**src/hw/rtl/msi_pkg.sv**
```systemverilog
// ---------------------------------------------------------------------------
// msi_pkg
// Shared types, constants and helpers for the motor safety interlock.
// ---------------------------------------------------------------------------
package msi_pkg;

    localparam int DATA_W     = 16;
    localparam int MAG_W      = DATA_W + 1;
    localparam int THR_W      = 15;
    localparam int CFG_IDX_W  = 3;
    localparam int MON_W      = 3;
    localparam int FAULT_W    = 4;
    localparam int ANGLE_W    = 21;

    // default tick counts and angle limit
    localparam int DEF_GRACE_TICKS      = 30;
    localparam int DEF_TREND_TICKS      = 30;
    localparam int DEF_STALL_TICKS      = 50;
    localparam int DEF_EXTREME_TICKS    = 250;
    localparam int DEF_SPIN_RESET_TICKS = 10;
    localparam int DEF_ANGLE_LIMIT_MDEG = 1080000;

    // configuration register indexes
    localparam logic [CFG_IDX_W-1:0] CFG_MONITOR_ENABLE   = 3'd0;
    localparam logic [CFG_IDX_W-1:0] CFG_STOP_TARGET_MAX  = 3'd1;
    localparam logic [CFG_IDX_W-1:0] CFG_MOVING_SPEED_MIN = 3'd2;
    localparam logic [CFG_IDX_W-1:0] CFG_STALL_TARGET_MIN = 3'd3;
    localparam logic [CFG_IDX_W-1:0] CFG_STALL_SPEED_MAX  = 3'd4;
    localparam logic [CFG_IDX_W-1:0] CFG_STALL_DRIVE_MIN  = 3'd5;
    localparam logic [CFG_IDX_W-1:0] CFG_SPIN_RATE_MIN    = 3'd6;
    localparam logic [CFG_IDX_W-1:0] CFG_EXTREME_RATE_MIN = 3'd7;

    // monitor enable bit positions
    localparam int MON_STOP  = 0;
    localparam int MON_STALL = 1;
    localparam int MON_SPIN  = 2;

    // register reset values
    localparam logic [MON_W-1:0] RST_MONITOR_ENABLE   = 3'd0;
    localparam logic [THR_W-1:0] RST_STOP_TARGET_MAX  = 15'd5;
    localparam logic [THR_W-1:0] RST_MOVING_SPEED_MIN = 15'd20;
    localparam logic [THR_W-1:0] RST_STALL_TARGET_MIN = 15'd50;
    localparam logic [THR_W-1:0] RST_STALL_SPEED_MAX  = 15'd5;
    localparam logic [THR_W-1:0] RST_STALL_DRIVE_MIN  = 15'd4800;
    localparam logic [THR_W-1:0] RST_SPIN_RATE_MIN    = 15'd3500;
    localparam logic [THR_W-1:0] RST_EXTREME_RATE_MIN = 15'd5000;

    typedef enum logic [FAULT_W-1:0] {
        FAULT_NONE    = 4'd0,
        FAULT_LINK    = 4'd1,
        FAULT_IMU     = 4'd2,
        FAULT_MAINT   = 4'd3,
        FAULT_NODECEL = 4'd4,
        FAULT_LSTALL  = 4'd5,
        FAULT_RSTALL  = 4'd6,
        FAULT_EXTREME = 4'd7,
        FAULT_SPIN    = 4'd8
    } t_fault;

    typedef struct packed {
        logic [MON_W-1:0] monitor_enable;
        logic [THR_W-1:0] stop_target_max;
        logic [THR_W-1:0] moving_speed_min;
        logic [THR_W-1:0] stall_target_min;
        logic [THR_W-1:0] stall_speed_max;
        logic [THR_W-1:0] stall_drive_min;
        logic [THR_W-1:0] spin_rate_min;
        logic [THR_W-1:0] extreme_rate_min;
    } t_cfg;

    typedef struct packed {
        logic                     run_switch;
        logic                     link_ok;
        logic                     imu_ok;
        logic                     maint_busy;
        logic signed [DATA_W-1:0] left_target;
        logic signed [DATA_W-1:0] right_target;
        logic signed [DATA_W-1:0] left_speed;
        logic signed [DATA_W-1:0] right_speed;
        logic signed [DATA_W-1:0] left_drive;
        logic signed [DATA_W-1:0] right_drive;
        logic signed [DATA_W-1:0] yaw_rate;
    } t_in_item;

    typedef struct packed {
        logic   drive_allowed;
        t_fault fault_code;
        logic   rearm_armed;
    } t_out_item;

    // magnitude at one extra bit, so the most negative code maps to 32768
    function automatic logic [MAG_W-1:0] mag16(input logic signed [DATA_W-1:0] v);
        logic [MAG_W-1:0] ext;
        ext = {v[DATA_W-1], v};
        return v[DATA_W-1] ? (MAG_W'(0) - ext) : ext;
    endfunction

endpackage

```
**src/hw/rtl/msi_if.sv**
```systemverilog
// ---------------------------------------------------------------------------
// msi_in_if / msi_out_if
// Valid/ready channels for tick items and interlock results.
// ---------------------------------------------------------------------------
interface msi_in_if
    import msi_pkg::*;
();
    logic                     valid;
    logic                     ready;
    logic                     run_switch;
    logic                     link_ok;
    logic                     imu_ok;
    logic                     maint_busy;
    logic signed [DATA_W-1:0] left_target;
    logic signed [DATA_W-1:0] right_target;
    logic signed [DATA_W-1:0] left_speed;
    logic signed [DATA_W-1:0] right_speed;
    logic signed [DATA_W-1:0] left_drive;
    logic signed [DATA_W-1:0] right_drive;
    logic signed [DATA_W-1:0] yaw_rate;

    modport source (
        output valid, run_switch, link_ok, imu_ok, maint_busy, left_target,
               right_target, left_speed, right_speed, left_drive, right_drive,
               yaw_rate,
        input  ready
    );
    modport sink (
        input  valid, run_switch, link_ok, imu_ok, maint_busy, left_target,
               right_target, left_speed, right_speed, left_drive, right_drive,
               yaw_rate,
        output ready
    );
endinterface

interface msi_out_if
    import msi_pkg::*;
();
    logic               valid;
    logic               ready;
    logic               drive_allowed;
    logic [FAULT_W-1:0] fault_code;
    logic               rearm_armed;

    modport source (
        output valid, drive_allowed, fault_code, rearm_armed,
        input  ready
    );
    modport sink (
        input  valid, drive_allowed, fault_code, rearm_armed,
        output ready
    );
endinterface

```
**src/hw/rtl/msi_cfg_regs.sv**
```systemverilog
// ---------------------------------------------------------------------------
// msi_cfg_regs
// Write-only configuration registers for the interlock thresholds.
// ---------------------------------------------------------------------------
module msi_cfg_regs
    import msi_pkg::*;
(
    input  logic                 i_clk,
    input  logic                 i_rst_n,
    input  logic                 i_cfg_we,
    input  logic [CFG_IDX_W-1:0] i_cfg_idx,
    input  logic [THR_W-1:0]     i_cfg_wdata,
    output t_cfg                 o_cfg
);

    t_cfg r_cfg;

    always_ff @(posedge i_clk) begin
        if (!i_rst_n) begin
            r_cfg.monitor_enable   <= RST_MONITOR_ENABLE;
            r_cfg.stop_target_max  <= RST_STOP_TARGET_MAX;
            r_cfg.moving_speed_min <= RST_MOVING_SPEED_MIN;
            r_cfg.stall_target_min <= RST_STALL_TARGET_MIN;
            r_cfg.stall_speed_max  <= RST_STALL_SPEED_MAX;
            r_cfg.stall_drive_min  <= RST_STALL_DRIVE_MIN;
            r_cfg.spin_rate_min    <= RST_SPIN_RATE_MIN;
            r_cfg.extreme_rate_min <= RST_EXTREME_RATE_MIN;
        end else if (i_cfg_we) begin
            case (i_cfg_idx)
                CFG_MONITOR_ENABLE:   r_cfg.monitor_enable   <= i_cfg_wdata[MON_W-1:0];
                CFG_STOP_TARGET_MAX:  r_cfg.stop_target_max  <= i_cfg_wdata;
                CFG_MOVING_SPEED_MIN: r_cfg.moving_speed_min <= i_cfg_wdata;
                CFG_STALL_TARGET_MIN: r_cfg.stall_target_min <= i_cfg_wdata;
                CFG_STALL_SPEED_MAX:  r_cfg.stall_speed_max  <= i_cfg_wdata;
                CFG_STALL_DRIVE_MIN:  r_cfg.stall_drive_min  <= i_cfg_wdata;
                CFG_SPIN_RATE_MIN:    r_cfg.spin_rate_min    <= i_cfg_wdata;
                CFG_EXTREME_RATE_MIN: r_cfg.extreme_rate_min <= i_cfg_wdata;
                default: begin
                end
            endcase
        end
    end

    assign o_cfg = r_cfg;

endmodule

```
**src/hw/rtl/msi_core.sv**
```systemverilog
// ---------------------------------------------------------------------------
// msi_core
// Interlock state and one-tick update: trip logic, re-arm and the stop,
// stall and rotation monitors.
// ---------------------------------------------------------------------------
module msi_core
    import msi_pkg::*;
#(
    parameter int GRACE_TICKS      = DEF_GRACE_TICKS,
    parameter int TREND_TICKS      = DEF_TREND_TICKS,
    parameter int STALL_TICKS      = DEF_STALL_TICKS,
    parameter int EXTREME_TICKS    = DEF_EXTREME_TICKS,
    parameter int SPIN_RESET_TICKS = DEF_SPIN_RESET_TICKS,
    parameter int ANGLE_LIMIT_MDEG = DEF_ANGLE_LIMIT_MDEG
) (
    input  logic      i_clk,
    input  logic      i_rst_n,
    input  logic      i_step,
    input  t_in_item  i_item,
    input  t_cfg      i_cfg,
    output t_out_item o_result
);

    localparam int GRACE_W = $clog2(GRACE_TICKS + 1);
    localparam int TREND_W = $clog2(TREND_TICKS + 1);
    localparam int STALL_W = $clog2(STALL_TICKS + 1);
    localparam int EXT_W   = $clog2(EXTREME_TICKS + 1);
    localparam int SPIN_W  = $clog2(SPIN_RESET_TICKS + 1);
    localparam int PROD_W  = MAG_W + 4;

    localparam logic [GRACE_W-1:0] GRACE_END = GRACE_W'(GRACE_TICKS);
    localparam logic [TREND_W-1:0] TREND_END = TREND_W'(TREND_TICKS);
    localparam logic [STALL_W-1:0] STALL_END = STALL_W'(STALL_TICKS);
    localparam logic [EXT_W-1:0]   EXT_END   = EXT_W'(EXTREME_TICKS);
    localparam logic [SPIN_W-1:0]  SPIN_END  = SPIN_W'(SPIN_RESET_TICKS);
    localparam logic [ANGLE_W-1:0] ANGLE_LIM = ANGLE_W'(ANGLE_LIMIT_MDEG);

    typedef enum logic [1:0] {
        SPIN_NONE = 2'd0,
        SPIN_POS  = 2'd1,
        SPIN_NEG  = 2'd2
    } t_spin_dir;

    logic               r_allowed, n_allowed;
    logic               r_rearm, n_rearm;
    logic               r_switch_prev, n_switch_prev;
    t_fault             r_fault, n_fault;
    logic [GRACE_W-1:0] r_grace, n_grace;
    logic [TREND_W-1:0] r_trend, n_trend;
    logic [THR_W-1:0]   r_ref_speed, n_ref_speed;
    logic [STALL_W-1:0] r_lstall, n_lstall;
    logic [STALL_W-1:0] r_rstall, n_rstall;
    t_spin_dir          r_spin_dir, n_spin_dir;
    logic [SPIN_W-1:0]  r_below, n_below;
    logic [SPIN_W-1:0]  r_reverse, n_reverse;
    logic [EXT_W-1:0]   r_extreme, n_extreme;
    logic [ANGLE_W-1:0] r_angle, n_angle;

    // per-tick operands
    logic [MAG_W-1:0]   tgt_max, spd_max;
    logic [MAG_W-1:0]   mag_lt, mag_rt, mag_ls, mag_rs, mag_ld, mag_rd, rate;
    logic [THR_W-1:0]   speed_sat;
    logic [PROD_W-1:0]  speed_x10, ref_x9;
    logic               lstall_cond, rstall_cond;
    t_spin_dir          yaw_dir;
    logic [ANGLE_W:0]   angle_sum;
    logic [ANGLE_W-1:0] angle_sat;

    assign mag_lt = mag16(i_item.left_target);
    assign mag_rt = mag16(i_item.right_target);
    assign mag_ls = mag16(i_item.left_speed);
    assign mag_rs = mag16(i_item.right_speed);
    assign mag_ld = mag16(i_item.left_drive);
    assign mag_rd = mag16(i_item.right_drive);
    assign rate   = mag16(i_item.yaw_rate);

    assign tgt_max = (mag_lt > mag_rt) ? mag_lt : mag_rt;
    assign spd_max = (mag_ls > mag_rs) ? mag_ls : mag_rs;
    // only 32768 sets the top bits
    assign speed_sat = (spd_max[MAG_W-1] | spd_max[MAG_W-2]) ? '1 : spd_max[THR_W-1:0];
    // 10*peak >= 9*reference stands for peak >= 0.9*reference
    assign speed_x10 = (PROD_W'(spd_max) << 3) + (PROD_W'(spd_max) << 1);
    assign ref_x9    = (PROD_W'(r_ref_speed) << 3) + PROD_W'(r_ref_speed);

    assign lstall_cond = (mag_lt >= MAG_W'(i_cfg.stall_target_min)) &&
                         (mag_ls <= MAG_W'(i_cfg.stall_speed_max)) &&
                         (mag_ld >= MAG_W'(i_cfg.stall_drive_min));
    assign rstall_cond = (mag_rt >= MAG_W'(i_cfg.stall_target_min)) &&
                         (mag_rs <= MAG_W'(i_cfg.stall_speed_max)) &&
                         (mag_rd >= MAG_W'(i_cfg.stall_drive_min));

    assign yaw_dir   = i_item.yaw_rate[DATA_W-1] ? SPIN_NEG : SPIN_POS;
    assign angle_sum = (ANGLE_W+1)'(r_angle) + (ANGLE_W+1)'(rate);
    assign angle_sat = angle_sum[ANGLE_W] ? '1 : angle_sum[ANGLE_W-1:0];

    always_comb begin
        n_allowed     = r_allowed;
        n_rearm       = r_rearm;
        n_switch_prev = i_item.run_switch;
        n_fault       = r_fault;
        n_grace       = r_grace;
        n_trend       = r_trend;
        n_ref_speed   = r_ref_speed;
        n_lstall      = r_lstall;
        n_rstall      = r_rstall;
        n_spin_dir    = r_spin_dir;
        n_below       = r_below;
        n_reverse     = r_reverse;
        n_extreme     = r_extreme;
        n_angle       = r_angle;

        if (!i_item.link_ok) begin
            if (r_fault == FAULT_NONE) n_fault = FAULT_LINK;
            n_allowed = 1'b0;
            n_rearm   = 1'b0;
        end else if (!i_item.imu_ok) begin
            if (r_fault == FAULT_NONE) n_fault = FAULT_IMU;
            n_allowed = 1'b0;
            n_rearm   = 1'b0;
        end else if (i_item.maint_busy) begin
            if (r_fault == FAULT_NONE) n_fault = FAULT_MAINT;
            n_allowed = 1'b0;
            n_rearm   = 1'b0;
        end else if (!i_item.run_switch) begin
            n_allowed = 1'b0;
            n_rearm   = 1'b1;
        end else if (!r_allowed) begin
            if (!r_switch_prev && r_rearm) begin
                n_fault   = FAULT_NONE;
                n_allowed = 1'b1;
                n_rearm   = 1'b0;
            end
        end else begin
            // stop monitor: no deceleration after a stop command
            if (i_cfg.monitor_enable[MON_STOP]) begin
                if (tgt_max > MAG_W'(i_cfg.stop_target_max) ||
                    spd_max <= MAG_W'(i_cfg.moving_speed_min)) begin
                    n_grace     = '0;
                    n_trend     = '0;
                    n_ref_speed = '0;
                end else if (r_grace < GRACE_END) begin
                    n_grace = r_grace + GRACE_W'(1);
                    if (n_grace == GRACE_END) begin
                        n_ref_speed = speed_sat;
                        n_trend     = '0;
                    end
                end else begin
                    n_trend = r_trend + TREND_W'(1);
                    if (n_trend >= TREND_END) begin
                        if (speed_x10 >= ref_x9) begin
                            if (r_fault == FAULT_NONE) n_fault = FAULT_NODECEL;
                            n_allowed = 1'b0;
                            n_rearm   = 1'b0;
                        end else begin
                            n_ref_speed = speed_sat;
                            n_trend     = '0;
                        end
                    end
                end
            end

            // stall monitor, left wins when both trip together
            if (n_allowed && i_cfg.monitor_enable[MON_STALL]) begin
                if (lstall_cond) begin
                    if (r_lstall < STALL_END) n_lstall = r_lstall + STALL_W'(1);
                end else begin
                    n_lstall = '0;
                end
                if (rstall_cond) begin
                    if (r_rstall < STALL_END) n_rstall = r_rstall + STALL_W'(1);
                end else begin
                    n_rstall = '0;
                end
                if (n_lstall >= STALL_END) begin
                    if (r_fault == FAULT_NONE) n_fault = FAULT_LSTALL;
                    n_allowed = 1'b0;
                    n_rearm   = 1'b0;
                end else if (n_rstall >= STALL_END) begin
                    if (r_fault == FAULT_NONE) n_fault = FAULT_RSTALL;
                    n_allowed = 1'b0;
                    n_rearm   = 1'b0;
                end
            end

            // rotation monitor
            if (n_allowed && i_cfg.monitor_enable[MON_SPIN]) begin
                if (rate >= MAG_W'(i_cfg.extreme_rate_min)) begin
                    if (r_extreme < EXT_END) n_extreme = r_extreme + EXT_W'(1);
                end else begin
                    n_extreme = '0;
                end
                if (n_extreme >= EXT_END) begin
                    if (r_fault == FAULT_NONE) n_fault = FAULT_EXTREME;
                    n_allowed = 1'b0;
                    n_rearm   = 1'b0;
                end else if (rate < MAG_W'(i_cfg.spin_rate_min)) begin
                    if (r_below < SPIN_END) n_below = r_below + SPIN_W'(1);
                    if (n_below >= SPIN_END) begin
                        n_spin_dir = SPIN_NONE;
                        n_reverse  = '0;
                        n_angle    = '0;
                    end
                end else begin
                    n_below = '0;
                    if (r_spin_dir != SPIN_NONE && yaw_dir != r_spin_dir) begin
                        // reversal: count it, restart after enough ticks
                        if (r_reverse < SPIN_END) n_reverse = r_reverse + SPIN_W'(1);
                        if (n_reverse >= SPIN_END) begin
                            n_spin_dir = yaw_dir;
                            n_reverse  = '0;
                            n_angle    = '0;
                        end
                    end else begin
                        n_spin_dir = yaw_dir;
                        n_reverse  = '0;
                        n_angle    = angle_sat;
                        if (angle_sat >= ANGLE_LIM) begin
                            if (r_fault == FAULT_NONE) n_fault = FAULT_SPIN;
                            n_allowed = 1'b0;
                            n_rearm   = 1'b0;
                        end
                    end
                end
            end
        end

        // every path that drops or grants permission also clears the motion monitors
        if (!n_allowed || (!r_allowed && n_allowed)) begin
            n_grace     = '0;
            n_trend     = '0;
            n_ref_speed = '0;
            n_lstall    = '0;
            n_rstall    = '0;
            n_spin_dir  = SPIN_NONE;
            n_below     = '0;
            n_reverse   = '0;
            n_extreme   = '0;
            n_angle     = '0;
        end
    end

    always_ff @(posedge i_clk) begin
        if (!i_rst_n) begin
            r_allowed     <= 1'b0;
            r_rearm       <= 1'b0;
            r_switch_prev <= 1'b0;
            r_fault       <= FAULT_NONE;
            r_grace       <= '0;
            r_trend       <= '0;
            r_ref_speed   <= '0;
            r_lstall      <= '0;
            r_rstall      <= '0;
            r_spin_dir    <= SPIN_NONE;
            r_below       <= '0;
            r_reverse     <= '0;
            r_extreme     <= '0;
            r_angle       <= '0;
        end else if (i_step) begin
            r_allowed     <= n_allowed;
            r_rearm       <= n_rearm;
            r_switch_prev <= n_switch_prev;
            r_fault       <= n_fault;
            r_grace       <= n_grace;
            r_trend       <= n_trend;
            r_ref_speed   <= n_ref_speed;
            r_lstall      <= n_lstall;
            r_rstall      <= n_rstall;
            r_spin_dir    <= n_spin_dir;
            r_below       <= n_below;
            r_reverse     <= n_reverse;
            r_extreme     <= n_extreme;
            r_angle       <= n_angle;
        end
    end

    assign o_result.drive_allowed = r_allowed;
    assign o_result.fault_code    = r_fault;
    assign o_result.rearm_armed   = r_rearm;

endmodule

```
**src/hw/rtl/motor_safety_interlock.sv**
```systemverilog
// ---------------------------------------------------------------------------
// motor_safety_interlock
// Per-tick drive interlock with latched fault code and optional motion
// monitors (stop/no-decel, wheel stall, rotation).
// ---------------------------------------------------------------------------
// Usage:
//  i_in carries one tick of flags, wheel targets, speeds, drive outputs and
//  yaw rate; o_out returns drive permission, latched fault code and the
//  re-arm flag after that tick. Both are valid/ready channels.
//  Thresholds and monitor enables are written through i_cfg_we/i_cfg_idx/
//  i_cfg_wdata while no transaction is in flight; they reset to defaults
//  with all monitors off.
//  A tick accepted on i_in is held in the input register, and its result is
//  registered in the core state registers when o_out can advance; o_out.valid
//  rises with that result. Throughput is one tick per cycle while o_out is not
//  stalled; the interlock state updates in one pass of combinational logic.
//  Reset clears the state: drive blocked, no fault, not armed, both channel
//  registers empty. When o_out is stalled, the result holds, one more tick
//  waits in the input register, and i_in.ready drops after that.
// ---------------------------------------------------------------------------
module motor_safety_interlock
    import msi_pkg::*;
#(
    parameter int GRACE_TICKS      = DEF_GRACE_TICKS,
    parameter int TREND_TICKS      = DEF_TREND_TICKS,
    parameter int STALL_TICKS      = DEF_STALL_TICKS,
    parameter int EXTREME_TICKS    = DEF_EXTREME_TICKS,
    parameter int SPIN_RESET_TICKS = DEF_SPIN_RESET_TICKS,
    parameter int ANGLE_LIMIT_MDEG = DEF_ANGLE_LIMIT_MDEG
) (
    input  logic                 i_clk,
    input  logic                 i_rst_n,
    msi_in_if.sink               i_in,
    msi_out_if.source            o_out,
    input  logic                 i_cfg_we,
    input  logic [CFG_IDX_W-1:0] i_cfg_idx,
    input  logic [THR_W-1:0]     i_cfg_wdata
);

    t_cfg      cfg;
    t_out_item result;
    t_in_item  r_item;
    logic      r_in_valid;
    logic      r_out_valid;
    logic      advance;
    logic      step;
    logic      in_take;

    assign advance = !r_out_valid || o_out.ready;
    assign step    = r_in_valid && advance;
    assign in_take = i_in.valid && i_in.ready;

    assign i_in.ready = !r_in_valid || advance;

    always_ff @(posedge i_clk) begin
        if (!i_rst_n) begin
            r_in_valid  <= 1'b0;
            r_out_valid <= 1'b0;
        end else begin
            if (in_take) begin
                r_in_valid <= 1'b1;
            end else if (step) begin
                r_in_valid <= 1'b0;
            end
            if (step) begin
                r_out_valid <= 1'b1;
            end else if (o_out.ready) begin
                r_out_valid <= 1'b0;
            end
        end
    end

    always_ff @(posedge i_clk) begin
        if (in_take) begin
            r_item.run_switch   <= i_in.run_switch;
            r_item.link_ok      <= i_in.link_ok;
            r_item.imu_ok       <= i_in.imu_ok;
            r_item.maint_busy   <= i_in.maint_busy;
            r_item.left_target  <= i_in.left_target;
            r_item.right_target <= i_in.right_target;
            r_item.left_speed   <= i_in.left_speed;
            r_item.right_speed  <= i_in.right_speed;
            r_item.left_drive   <= i_in.left_drive;
            r_item.right_drive  <= i_in.right_drive;
            r_item.yaw_rate     <= i_in.yaw_rate;
        end
    end

    msi_cfg_regs u_cfg_regs (
        .i_clk       (i_clk),
        .i_rst_n     (i_rst_n),
        .i_cfg_we    (i_cfg_we),
        .i_cfg_idx   (i_cfg_idx),
        .i_cfg_wdata (i_cfg_wdata),
        .o_cfg       (cfg)
    );

    // core state registers double as the output register
    msi_core #(
        .GRACE_TICKS      (GRACE_TICKS),
        .TREND_TICKS      (TREND_TICKS),
        .STALL_TICKS      (STALL_TICKS),
        .EXTREME_TICKS    (EXTREME_TICKS),
        .SPIN_RESET_TICKS (SPIN_RESET_TICKS),
        .ANGLE_LIMIT_MDEG (ANGLE_LIMIT_MDEG)
    ) u_core (
        .i_clk    (i_clk),
        .i_rst_n  (i_rst_n),
        .i_step   (step),
        .i_item   (r_item),
        .i_cfg    (cfg),
        .o_result (result)
    );

    assign o_out.valid         = r_out_valid;
    assign o_out.drive_allowed = result.drive_allowed;
    assign o_out.fault_code    = result.fault_code;
    assign o_out.rearm_armed   = result.rearm_armed;

endmodule

```
**src/flat_wrapper.sv**
```systemverilog
// flat-port wrapper written by rule: the top's interface ports become plain ports
module motor_safety_interlock_flat import msi_pkg::*;
#(
    parameter int GRACE_TICKS      = DEF_GRACE_TICKS,
    parameter int TREND_TICKS      = DEF_TREND_TICKS,
    parameter int STALL_TICKS      = DEF_STALL_TICKS,
    parameter int EXTREME_TICKS    = DEF_EXTREME_TICKS,
    parameter int SPIN_RESET_TICKS = DEF_SPIN_RESET_TICKS,
    parameter int ANGLE_LIMIT_MDEG = DEF_ANGLE_LIMIT_MDEG
)
  (i_clk, i_rst_n, i_cfg_we, i_cfg_idx, i_cfg_wdata, i_in_valid, i_in_run_switch, i_in_link_ok, i_in_imu_ok, i_in_maint_busy, i_in_left_target, i_in_right_target, i_in_left_speed, i_in_right_speed, i_in_left_drive, i_in_right_drive, i_in_yaw_rate, i_in_ready, o_out_valid, o_out_drive_allowed, o_out_fault_code, o_out_rearm_armed, o_out_ready);
  msi_in_if i_in_i ();
  msi_out_if o_out_i ();
  input  logic i_clk;
  input  logic i_rst_n;
  input  logic i_cfg_we;
  input  logic [CFG_IDX_W-1:0] i_cfg_idx;
  input  logic [THR_W-1:0] i_cfg_wdata;
  input wire logic [$bits(i_in_i.valid)-1:0] i_in_valid;
  input wire logic [$bits(i_in_i.run_switch)-1:0] i_in_run_switch;
  input wire logic [$bits(i_in_i.link_ok)-1:0] i_in_link_ok;
  input wire logic [$bits(i_in_i.imu_ok)-1:0] i_in_imu_ok;
  input wire logic [$bits(i_in_i.maint_busy)-1:0] i_in_maint_busy;
  input wire logic [$bits(i_in_i.left_target)-1:0] i_in_left_target;
  input wire logic [$bits(i_in_i.right_target)-1:0] i_in_right_target;
  input wire logic [$bits(i_in_i.left_speed)-1:0] i_in_left_speed;
  input wire logic [$bits(i_in_i.right_speed)-1:0] i_in_right_speed;
  input wire logic [$bits(i_in_i.left_drive)-1:0] i_in_left_drive;
  input wire logic [$bits(i_in_i.right_drive)-1:0] i_in_right_drive;
  input wire logic [$bits(i_in_i.yaw_rate)-1:0] i_in_yaw_rate;
  output wire logic [$bits(i_in_i.ready)-1:0] i_in_ready;
  output wire logic [$bits(o_out_i.valid)-1:0] o_out_valid;
  output wire logic [$bits(o_out_i.drive_allowed)-1:0] o_out_drive_allowed;
  output wire logic [$bits(o_out_i.fault_code)-1:0] o_out_fault_code;
  output wire logic [$bits(o_out_i.rearm_armed)-1:0] o_out_rearm_armed;
  input wire logic [$bits(o_out_i.ready)-1:0] o_out_ready;
  assign i_in_i.valid = i_in_valid;
  assign i_in_i.run_switch = i_in_run_switch;
  assign i_in_i.link_ok = i_in_link_ok;
  assign i_in_i.imu_ok = i_in_imu_ok;
  assign i_in_i.maint_busy = i_in_maint_busy;
  assign i_in_i.left_target = i_in_left_target;
  assign i_in_i.right_target = i_in_right_target;
  assign i_in_i.left_speed = i_in_left_speed;
  assign i_in_i.right_speed = i_in_right_speed;
  assign i_in_i.left_drive = i_in_left_drive;
  assign i_in_i.right_drive = i_in_right_drive;
  assign i_in_i.yaw_rate = i_in_yaw_rate;
  assign i_in_ready = i_in_i.ready;
  assign o_out_valid = o_out_i.valid;
  assign o_out_drive_allowed = o_out_i.drive_allowed;
  assign o_out_fault_code = o_out_i.fault_code;
  assign o_out_rearm_armed = o_out_i.rearm_armed;
  assign o_out_i.ready = o_out_ready;
  motor_safety_interlock #(.GRACE_TICKS(GRACE_TICKS), .TREND_TICKS(TREND_TICKS), .STALL_TICKS(STALL_TICKS), .EXTREME_TICKS(EXTREME_TICKS), .SPIN_RESET_TICKS(SPIN_RESET_TICKS), .ANGLE_LIMIT_MDEG(ANGLE_LIMIT_MDEG)) u_core (.i_clk(i_clk), .i_rst_n(i_rst_n), .i_in(i_in_i), .o_out(o_out_i), .i_cfg_we(i_cfg_we), .i_cfg_idx(i_cfg_idx), .i_cfg_wdata(i_cfg_wdata));
endmodule
```
**config.mk**
```make
export PLATFORM = sky130hd
export DESIGN_NAME = motor_safety_interlock_flat
export DESIGN_NICKNAME = d
export VERILOG_FILES = /design/src/hw/rtl/msi_pkg.sv /design/src/hw/rtl/msi_if.sv /design/src/hw/rtl/msi_cfg_regs.sv /design/src/hw/rtl/msi_core.sv /design/src/hw/rtl/motor_safety_interlock.sv /design/src/flat_wrapper.sv
export SDC_FILE = /design/constraint.sdc
export NUM_CORES = 1
export LEC_CHECK = 0
export BUFFER_PORTS_ARGS = -buffer_cell sky130_fd_sc_hd__buf_2
export CAP_MARGIN = 20
export CORE_ASPECT_RATIO = 0.6
export CORE_MARGIN = 2
export CORE_UTILIZATION = 45
export CTS_CLUSTER_SIZE = 40
export DETAILED_ROUTE_END_ITERATION = 12
export HOLD_SLACK_MARGIN = 0.08
export PLACE_DENSITY = 0.62
export SYNTH_ARGS = -nofsm -noshare
export SYNTH_HDL_FRONTEND = slang
export SYNTH_SLANG_ARGS = --single-unit
export TNS_END_PERCENT = 20
```
**constraint.sdc**
```tcl
create_clock -name i_clk -period 25.8 [get_ports i_clk]
set_input_delay 2.58 -clock i_clk [delete_from_list [all_inputs] [get_ports i_clk]]
set_output_delay 2.58 -clock i_clk [all_outputs]
set_load 0.01 [all_outputs]
```
# Word-level counts from Yosys, hierarchy flattened
# Index checks and enable logic that the tools add are counted.
dict set report totals {
  ff_bits 309
  inputBits 139
  out_inout_bits 8
  elab_cells 385
}
dict set report classes {
  n_addsub 17
  magnitude_cmp 26
  n_eq_ne 19
  muxes 233
  n_bitwise 1
  n_reduce_logical 54
}
# op n
set ops {}
lappend ops {{$mux 21} 13}
lappend ops {{$mux 4} 67}
lappend ops {{$mux 15} 13}
lappend ops {{$mux 6} 30}
lappend ops {{$mux 17} 9}
lappend ops {{$mux 8} 15}
lappend ops {{$sub 1x16->17 const A} 7}
lappend ops {{$mux 5} 21}
lappend ops {{$ge 17x15->1} 5}
lappend ops {{$mux 1} 52}
lappend ops {{$le 17x15->1} 3}
lappend ops {{$gt 17x17->1} 2}
lappend ops {{$mux 2} 13}
lappend ops {{$reduce_and 8->1} 3}
lappend ops {{$reduce_bool 2->1} 12}
lappend ops {{$add 21x17->22} 1}
lappend ops {{$add 20x18->21} 1}
lappend ops {{$ge 21x19->1} 1}
lappend ops {{$ge 21x21->1 const B} 1}
lappend ops {{$reduce_and 10->1} 2}
lappend ops {{$add 18x15->19} 1}
lappend ops {{$reduce_and 2->1} 9}
lappend ops {{$gt 17x15->1} 1}
lappend ops {{$lt 17x15->1} 1}
lappend ops {{other kinds (35)} 67}

# Longest topological paths before layout
# Gate-level depths: netlist of run 1.
dict set report depth {
  word_depth 59
  mapped_depth 40
  depth_no_buf 38
}

# Hierarchy
# A second synthesis of run 1 with hierarchy kept.
dict set report unflattened {
  cells_unflattened 2449
  area_unflattened_um2 22063.7
}
# module n_inst cells_per_inst area_per_inst_um2 seq_area_each_um2
set by_module_without_submodules {}
lappend by_module_without_submodules {msi_core 1 1929 14282.4 1661.6}
lappend by_module_without_submodules {msi_cfg_regs 1 395 4194.0 2162.1}
lappend by_module_without_submodules {motor_safety_interlock 1 125 3587.2 3523.4}

# Least setup slack after synthesis of run 1
# No wires, ideal clock.
dict set report synth_path {
  kind {register to register}
  start {register u_core.r_item[68] in the netlist's numbering}
  end {register u_core.u_core.r_trend[4]}
  setup_ns 0.088
  arrival_time_ns 8.966
  required_ns 25.712
  slack_ns 16.746
  stages_incl_launch_ff 39
  path_buffers 1
  period_less_slack_ns 9.054
  path_cell_list {edfxtp_1 -> or3_1 -> or3b_2 -> or2_2 -> o41ai_1 -> o21ai_0 -> xor2_1 -> ha_1 -> and3_1 -> nand4_1 -> or4_4 -> a22oi_4 -> clkbuf_1 -> nand2_1 -> o21ai_0 -> inv_1 -> ha_1 -> a21o_1 -> [3 not listed] -> o21bai_1 -> a211o_1 -> a2111oi_0 -> nor3_1 -> and2_1 -> o21ai_0 -> a221oi_1 -> ha_1 -> and4_1 -> nand2_1 -> nand3_1 -> a31oi_1 -> o21bai_1 -> o2111ai_2 -> o21ai_2 -> or4b_1 -> or2_1 -> o32ai_2}
}
dict set report synth_between {
  elab_chain_cells 38
  word_cells_on_any_way 71
  classes_between {add/sub (2); order compare (5); eq/ne (2); mux (48); reduce/logical (14)}
}
# element line_no
set synth_rtl {}
lappend synth_rtl {{from (decl)} motor_safety_interlock.sv:42} ;# t_in_item r_item;
lappend synth_rtl {{$sub 1x16->17} msi_pkg.sv:95} ;# return v[DATA_W-1] ? (MAG_W'(0) - ext) : ext;
lappend synth_rtl {{$mux 17 (*)} msi_pkg.sv:95}
lappend synth_rtl {{$gt 17x17->1} msi_core.sv:78} ;# assign spd_max = (mag_ls > mag_rs) ? mag_ls : mag_rs;
lappend synth_rtl {{$mux 17} msi_core.sv:78}
lappend synth_rtl {{$add 20x18->21} msi_core.sv:82} ;# assign speed_x10 = (PROD_W'(spd_max) << 3) + (PROD_W'(spd_max) << 1);
lappend synth_rtl {{$ge 21x19->1} msi_core.sv:150} ;# if (speed_x10 >= ref_x9) begin
lappend synth_rtl {{$mux 1} msi_core.sv:150}
lappend synth_rtl {{$mux 1} msi_core.sv:149} ;# if (n_trend >= TREND_END) begin
lappend synth_rtl {{[22 not listed]} n/a}
lappend synth_rtl {{$mux 1} msi_core.sv:124} ;# end else if (!i_item.run_switch) begin
lappend synth_rtl {{$mux 1} msi_core.sv:120} ;# end else if (i_item.maint_busy) begin
lappend synth_rtl {{$mux 1} msi_core.sv:116} ;# end else if (!i_item.imu_ok) begin
lappend synth_rtl {{$mux 1} msi_core.sv:112} ;# if (!i_item.link_ok) begin
lappend synth_rtl {{$logic_not 1->1 or $logic_and 1x1->1 (tied branches)} msi_core.sv:228} ;# if (!n_allowed || (!r_allowed && n_allowed)) begin
lappend synth_rtl {{$logic_or 1x1->1} msi_core.sv:228}
lappend synth_rtl {{$ne 4x2->1 (no line), or another cell as far along} n/a}
lappend synth_rtl {{$reduce_and 8->1 (no line)} n/a}
lappend synth_rtl {{to (signal assigned)} msi_core.sv:264} ;# r_trend <= n_trend;
lappend synth_rtl {{to (decl)} msi_core.sv:49} ;# logic [TREND_W-1:0] r_trend, n_trend;
# Mark *: on every way between the ends. The rest lies on a longest branch, timed or not. The select of a mux whose other input is x is not followed.
# A chain may end at the register's enable or synchronous reset.

# Worst setup path in the final report of run 1
dict set report layout_path {
  start {register u_core.r_item[68] in the netlist's numbering}
  end {register u_core.u_core.r_angle[8]}
}
dict set report layout_between {
  elab_chain_cells 38
  word_cells_on_any_way 63
  classes_between {add/sub (2); order compare (5); eq/ne (4); mux (38); reduce/logical (14)}
}
# element line_no
set layout_rtl {}
lappend layout_rtl {{$sub 1x16->17} msi_pkg.sv:95}
lappend layout_rtl {{$mux 17 (*)} msi_pkg.sv:95}
lappend layout_rtl {{$gt 17x17->1} msi_core.sv:78}
lappend layout_rtl {{$mux 17} msi_core.sv:78}
lappend layout_rtl {{$add 20x18->21} msi_core.sv:82}
lappend layout_rtl {{$ge 21x19->1} msi_core.sv:150}
lappend layout_rtl {{$mux 1} msi_core.sv:150}
lappend layout_rtl {{$mux 1} msi_core.sv:149}
lappend layout_rtl {{[22 not listed]} n/a}
lappend layout_rtl {{$mux 1} msi_core.sv:124}
lappend layout_rtl {{$mux 1} msi_core.sv:120}
lappend layout_rtl {{$mux 1} msi_core.sv:116}
lappend layout_rtl {{$mux 1} msi_core.sv:112}
lappend layout_rtl {{$logic_not 1->1 or $logic_and 1x1->1 (tied branches)} msi_core.sv:228}
lappend layout_rtl {{$logic_or 1x1->1} msi_core.sv:228}
lappend layout_rtl {{$ne 4x2->1 (no line), or another cell as far along} n/a}
lappend layout_rtl {{$reduce_and 10->1 (no line)} n/a}
lappend layout_rtl {{to (signal assigned)} msi_core.sv:272} ;# r_angle <= n_angle;
lappend layout_rtl {{to (decl)} msi_core.sv:57} ;# logic [ANGLE_W-1:0] r_angle, n_angle;
# Marked as above.

==> flow_summary.json, run 1 <==
{
  "outcome": "finished, final reports clean",
  "synth_ff_type": "dfxtp_1",
  "drv_cap": 0,
  "dr.first_iter.drc_count": 1534,
  "wirelength_um": 59000,
  "h-tree-depth": 2,
  "synth_cells": 2476,
  "tns_ps": 0,
  "synth.distinct_cells": 93,
  "worst_pin_slew_ps": 1020,
  "fin_area_um2": 23900,
  "syn_to_final_growth_pct": 12.0,
  "period_needed_ps": 11060,
  "fin_worst_skew_ps": 13.5,
  "finalCritPeriodShare_pct": 42.9,
  "routedWlPerCell_um": 18.1,
  "synth_area_leader_cell": "dfxtp_1",
  "place_congestion": 0.920,
  "path_class": "reg2reg",
  "crit_top_cell": "o21ai_0",
  "hold_slack_ps": 453,
  "syn_area_um2": 21300,
  "die_area_um2": 49200,
  "yosys_warnings": 0,
  "relSlewSlack_pct": 31.8,
  "async_flop_share_pct": 0,
  "ir_worst_vdd_v": 0.0000477,
  "worst_path_largest_cell_delay_ps": 870,
  "setup_viol": 0,
  "grt-ovfl-total": 0,
  "total_power_mw": 1.45,
  "drv_slew": 0,
  "dpl_cell_area_um2": 22700,
  "crit_fanout": 25,
  "arrival_ps": 11490,
  "clockBufferDepth": 3,
  "grt_max_degree": 85,
  "setup_slack_ps": 14740,
  "grt_pass1_vias": 17500,
  "io_pins": 147,
  "critical_path_required_ps": 26230,
  "cts_root_buf": "clkbuf_16",
  "start_kind": "register",
  "core.rowCount": 61,
  "netlist_top_cells_count": "nand2_1 (356), ha_1 (261), a21oi_1 (219)",
  "synth_top_area_share_pct": 18.1,
  "worst_skew_pair.late_latency_ps": 540,
  "drt.antenna.violating_nets": 0,
  "clock-sinks": 309,
  "grt_pass1_wl_um": 93800,
  "dpl.hpwl_um": 45300,
  "hold_buffers": 0,
  "fmax_mhz": 90.4,
  "cts.clk_slew.worst_paths_ps": 60,
  "drt_pre_antenna_iters": 6,
  "p_per_area_nw_per_um2": 60.6,
  "final_nets": 3002,
  "hold_viol": 0,
  "num_vias": 18600,
  "slowest_stage": "nand4_1",
  "p_leak_nw": 9.62,
  "dp_slack_ps": 14900,
  "synth_edf_count": 116,
  "die_h_um": 173,
  "die_width_um": 285,
  "cts_setup_buffers": 0,
  "fill_cells": 4378,
  "viasPerCell": 5.72,
  "coreArea_um2": 46600,
  "antenna_found_initial": 3,
  "rsz0062_at_grt": "no",
  "cts_made_buffers": 34,
  "yosysMostFrequentCell": "nand2_1",
  "synthTopCellsByArea": "dfxtp_1 (18%), edfxtp_1 (16%), ha_1 (15%), nand2_1 (6.3%), a21oi_1 (5.1%)",
  "hold_path_class": "reg2reg",
  "ctsResizeCount": 0,
  "synth.avg_cell_area_um2": 8.62,
  "end_kind": "register",
  "start_util_pct": 45.8,
  "ys_seq_elements": 309,
  "drive_gt1_share_pct": 10.2,
  "grtUsageTotal_pct": 23.3,
  "cts_tree": "done",
  "synth_seq_area_share_pct": 34.4,
  "numPortBuffers": 146,
  "drc": 0
}
-- final cells by class --
cell class / instances / area [um^2] / share of cell area (%)
diodes: 1 / 2.50 / 0.0105
flip-flops and latches: 309 / 7350 / 30.8
clock inverters: 16 / 211 / 0.885
well taps: 630 / 788 / 3.30
clock buffers: 45 / 985 / 4.12
multi-input cells: 1895 / 13000 / 54.2
repair buffers: 165 / 873 / 3.66
inverters: 194 / 729 / 3.05
-- cell families after synthesis --
kind of cell	count (synthesis)	synth area share, %
simple gates	787	17.6
xor+xnor	141	5.79
compound gates	665	20.0
buf+inv	276	4.96
flops	309	34.4
other cells	2	0.0352
mux	32	1.52
fa+ha+maj	264	15.6
-- sequential cells by signal, indices dropped and copies added, names as in the netlist --
register and cells:
u_core.u_core.r_below 4, u_core.u_core.r_switch_prev 1, u_core.u_core.r_ref_speed 15, u_core.u_core.r_fault 4
u_core.u_core.r_lstall 6, u_core.u_core.r_spin_dir 2, u_core.u_core.r_rearm 1, u_core.o_out.valid 1
u_core.u_core.r_trend 5, u_core.r_item 116, u_core.u_core.r_extreme 8, u_core.r_in_valid 1
u_core.u_cfg_regs.o_cfg 108, u_core.u_core.r_rstall 6, u_core.u_core.r_allowed 1, u_core.u_core.r_angle 21
u_core.u_core.r_grace 5, u_core.u_core.r_reverse 4
-- worst max-delay path, delay by kind of cell (launching register included) --
family	cells	cell delay, ps
compound gates	18	4790
xor+xnor	1	230
fa+ha+maj	3	990
buf+inv	1	180
flops	1	420
simple gates	14	4340
-- layer usage --
metal	share of wire [%]	global-route usage, %	wire (um)	vias to the layer above
met3	6.7	4.09	3960	90
li1	-	-	-	9189
met4	2.2	5.52	1290	4
met2	41	34.1	24100	591
met5	0.29	2.31	171	-
met1	50	35.2	29500	8740
-- layout by cell type (no fill, tap or decap), types with 26 or more instances in the layout --
cell	n
nand2_1	356
ha_1	261
a21oi_1	218
inv_1	193
dfxtp_1	193
o21ai_0	159
buf_2	146
nor2_1	124
edfxtp_1	116
xnor2_1	82
nand3_1	71
xor2_1	59
o211ai_1	37
clkbuf_16	36
nand4_1	33
o31ai_1	31
mux2i_1	29
nor3_1	28
a21o_1	28
or3_1	26
nand2b_1	26
-- power by group --
group | switching [mW] | internal, mW
Sequential | 0.0149 | 0.523
Clock | 0.212 | 0.319
Combinational | 0.226 | 0.151
-- final timing paths --
check	from	to	slack, ps	depth (start not counted)
min	u_core.u_cfg_regs.o_cfg[6]	u_core.u_cfg_regs.o_cfg[6]	450	2
max reg2reg	u_core.r_item[68]	u_core.u_core.r_angle[8]	14740	37
min reg2reg	u_core.u_cfg_regs.o_cfg[6]	u_core.u_cfg_regs.o_cfg[6]	450	2
max	u_core.r_item[68]	u_core.u_core.r_angle[8]	14740	37
-- per-stage QoR --
step | std cells | utilization, %
2_1_floorplan | 2480 | -
3_3_place_gp | 3190 | 48.7
3_5_place_dp | 3190 | 48.7
4_1_cts | 3251 | 51.3
5_1_grt | 3254 | 51.3
6_report | 3255 | 51.3
Power figures use the tool's default switching activity.
==> run 2, diff against run 1 <==
--- a/config.mk
+++ b/config.mk
@@ -13,7 +13,7 @@
 export CTS_CLUSTER_SIZE = 40
 export DETAILED_ROUTE_END_ITERATION = 12
 export HOLD_SLACK_MARGIN = 0.08
-export PLACE_DENSITY = 0.62
+export PLACE_DENSITY = 0.65
 export SYNTH_ARGS = -nofsm -noshare
 export SYNTH_HDL_FRONTEND = slang
 export SYNTH_SLANG_ARGS = --single-unit
==> constraint.sdc (replaced) <==
create_clock -name i_clk -period 9.1 [get_ports i_clk]
set_input_delay 0.91 -clock i_clk [delete_from_list [all_inputs] [get_ports i_clk]]
set_output_delay 0.91 -clock i_clk [all_outputs]
set_load 0.01 [all_outputs]
==> run 2 against run 1 <==
Via count is 0.83% higher; count of clock-buffer cells in the layout is 1 lower; clock skew is 15 ps higher; utilization is 0.99 points higher; sequential power grew to 2.8 times the previous value.
==> flow_summary.json, run 2 (synthesis results as in run 1) <==
{
  "outcome": "finished, final reports clean",
  "setup_viol": 0,
  "core.rowCount": 61,
  "syn_to_final_growth_pct": 14.2,
  "clockBufferDepth": 3,
  "die_area_um2": 49200,
  "h-tree-depth": 2,
  "drive_gt1_share_pct": 12.6,
  "start_kind": "register",
  "viasPerCell": 5.67,
  "path_class": "reg2reg",
  "grt_pass1_wl_um": 93200,
  "p_per_area_nw_per_um2": 168,
  "grt-ovfl-total": 0,
  "routedWlPerCell_um": 17.9,
  "dr.first_iter.drc_count": 1419,
  "crit_fanout": 7,
  "worst_path_largest_cell_delay_ps": 600,
  "cts_root_buf": "clkbuf_16",
  "dpl.hpwl_um": 45600,
  "slowest_stage": "or4_4",
  "fill_cells": 4324,
  "tns_ps": 0,
  "arrival_ps": 9250,
  "die_width_um": 285,
  "worst_pin_slew_ps": 1070,
  "io_pins": 147,
  "ir_worst_vdd_v": 0.000124,
  "drc": 0,
  "fin_worst_skew_ps": 28.5,
  "wirelength_um": 59400,
  "dpl.cell_count": 3224,
  "period_needed_ps": 8810,
  "total_power_mw": 4.10,
  "mostFrequentLayoutCells": "nand2_1 (356), ha_1 (260), a21oi_1 (211)",
  "coreArea_um2": 46600,
  "critical_path_required_ps": 9540,
  "num_vias": 18800,
  "fmax_mhz": 113,
  "drv_slew": 0,
  "worst_skew_pair.late_latency_ps": 550,
  "grtUsageTotal_pct": 23.2,
  "place_congestion": 0.927,
  "cts_made_buffers": 34,
  "top_register": "u_core.r_item",
  "hold_path_class": "reg2reg",
  "layout.cells.non_filler": 3309,
  "grt_max_degree": 90,
  "antenna_found_initial": 5,
  "drv_cap": 0,
  "clock-sinks": 309,
  "hold_viol": 0,
  "end_kind": "register",
  "die_h_um": 173,
  "largest_register_ffs": 116,
  "drt.antenna.violating_nets": 0,
  "cts_tree": "done",
  "hold_buffers": 0,
  "final_common_cell": "nand2_1",
  "dp_slack_ps": -374,
  "grt_pass1_vias": 17500,
  "final_nets": 3054,
  "start_util_pct": 45.8,
  "relSlewSlack_pct": 28.4,
  "hold_slack_ps": 452,
  "p_leak_nw": 9.85,
  "cts.clk_slew.worst_paths_ps": 70,
  "drt_pre_antenna_iters": 7,
  "numPortBuffers": 146,
  "finalCritPeriodShare_pct": 96.8,
  "setup_slack_ps": 288
}
-- run 2: path summary, 6_finish.rpt --
kind | slack (ps) | endpoint | cells after the start | startpoint
max reg2reg | 290 | u_core.u_core.r_trend[4] | 38 | u_core.r_item[69]
min reg2reg | 450 | u_core.u_cfg_regs.o_cfg[69] | 2 | u_core.u_cfg_regs.o_cfg[69]
min | 450 | u_core.u_cfg_regs.o_cfg[69] | 2 | u_core.u_cfg_regs.o_cfg[69]
max | 290 | u_core.u_core.r_trend[4] | 38 | u_core.r_item[69]
-- run 2: stage by stage --
stage,util [%],cell area [um^2]
after floorplan,-,21300
after global placement,49.3,22900
after detailed placement,49.3,22900
after CTS,51.7,24100
final,52.3,24400
after global routing,52.3,24300
-- run 2: metal layers --
| layer | global-route usage (%) | share of wire [%] | vias to the layer above |
|---|---|---|---|
| li1 | - | - | 9322 |
| met4 | 6.02 | 2.2 | 0 |
| met5 | 0 | 0 | - |
| met2 | 33.9 | 41 | 560 |
| met3 | 4.75 | 7.5 | 88 |
| met1 | 34.6 | 49 | 8798 |
-- run 2: critical path, delay by kind of cell (launching register included) --
kind,cells,cell delay [ps]
compound gates,17,3380
fa+ha+maj,3,910
simple gates,15,3590
buf+inv,2,250
xor+xnor,1,180
flops,1,400
-- run 2: repair_timing --
| action | in CTS | in global routing |
|---|---|---|
| setup endpoints to repair | 79 | 81 |
| setup buffers | 2 | 16 |
| gates resized for setup | 7 | 25 |
| pin swaps | 3 | 21 |
-- run 2: report_power, final --
part	internal, mW	leakage [nW]	switching [mW]
Combinational	0.494	6.61	0.686
Clock	0.794	0.540	0.602
Sequential	1.48	2.69	0.0419
Total	2.77	9.85	1.33
-- run 2: final cells by class --
cell class	instances	area (um^2)	share of cell area, %
Clock inverter	16	156	0.642
Tap cell	630	788	3.24
Sequential cell	309	7350	30.2
Multi-Input combinational cell	1895	13100	53.8
Timing Repair Buffer	217	1280	5.24
Clock buffer	44	940	3.86
Antenna cell	4	10.0	0.0411
Inverter	194	729	3.00
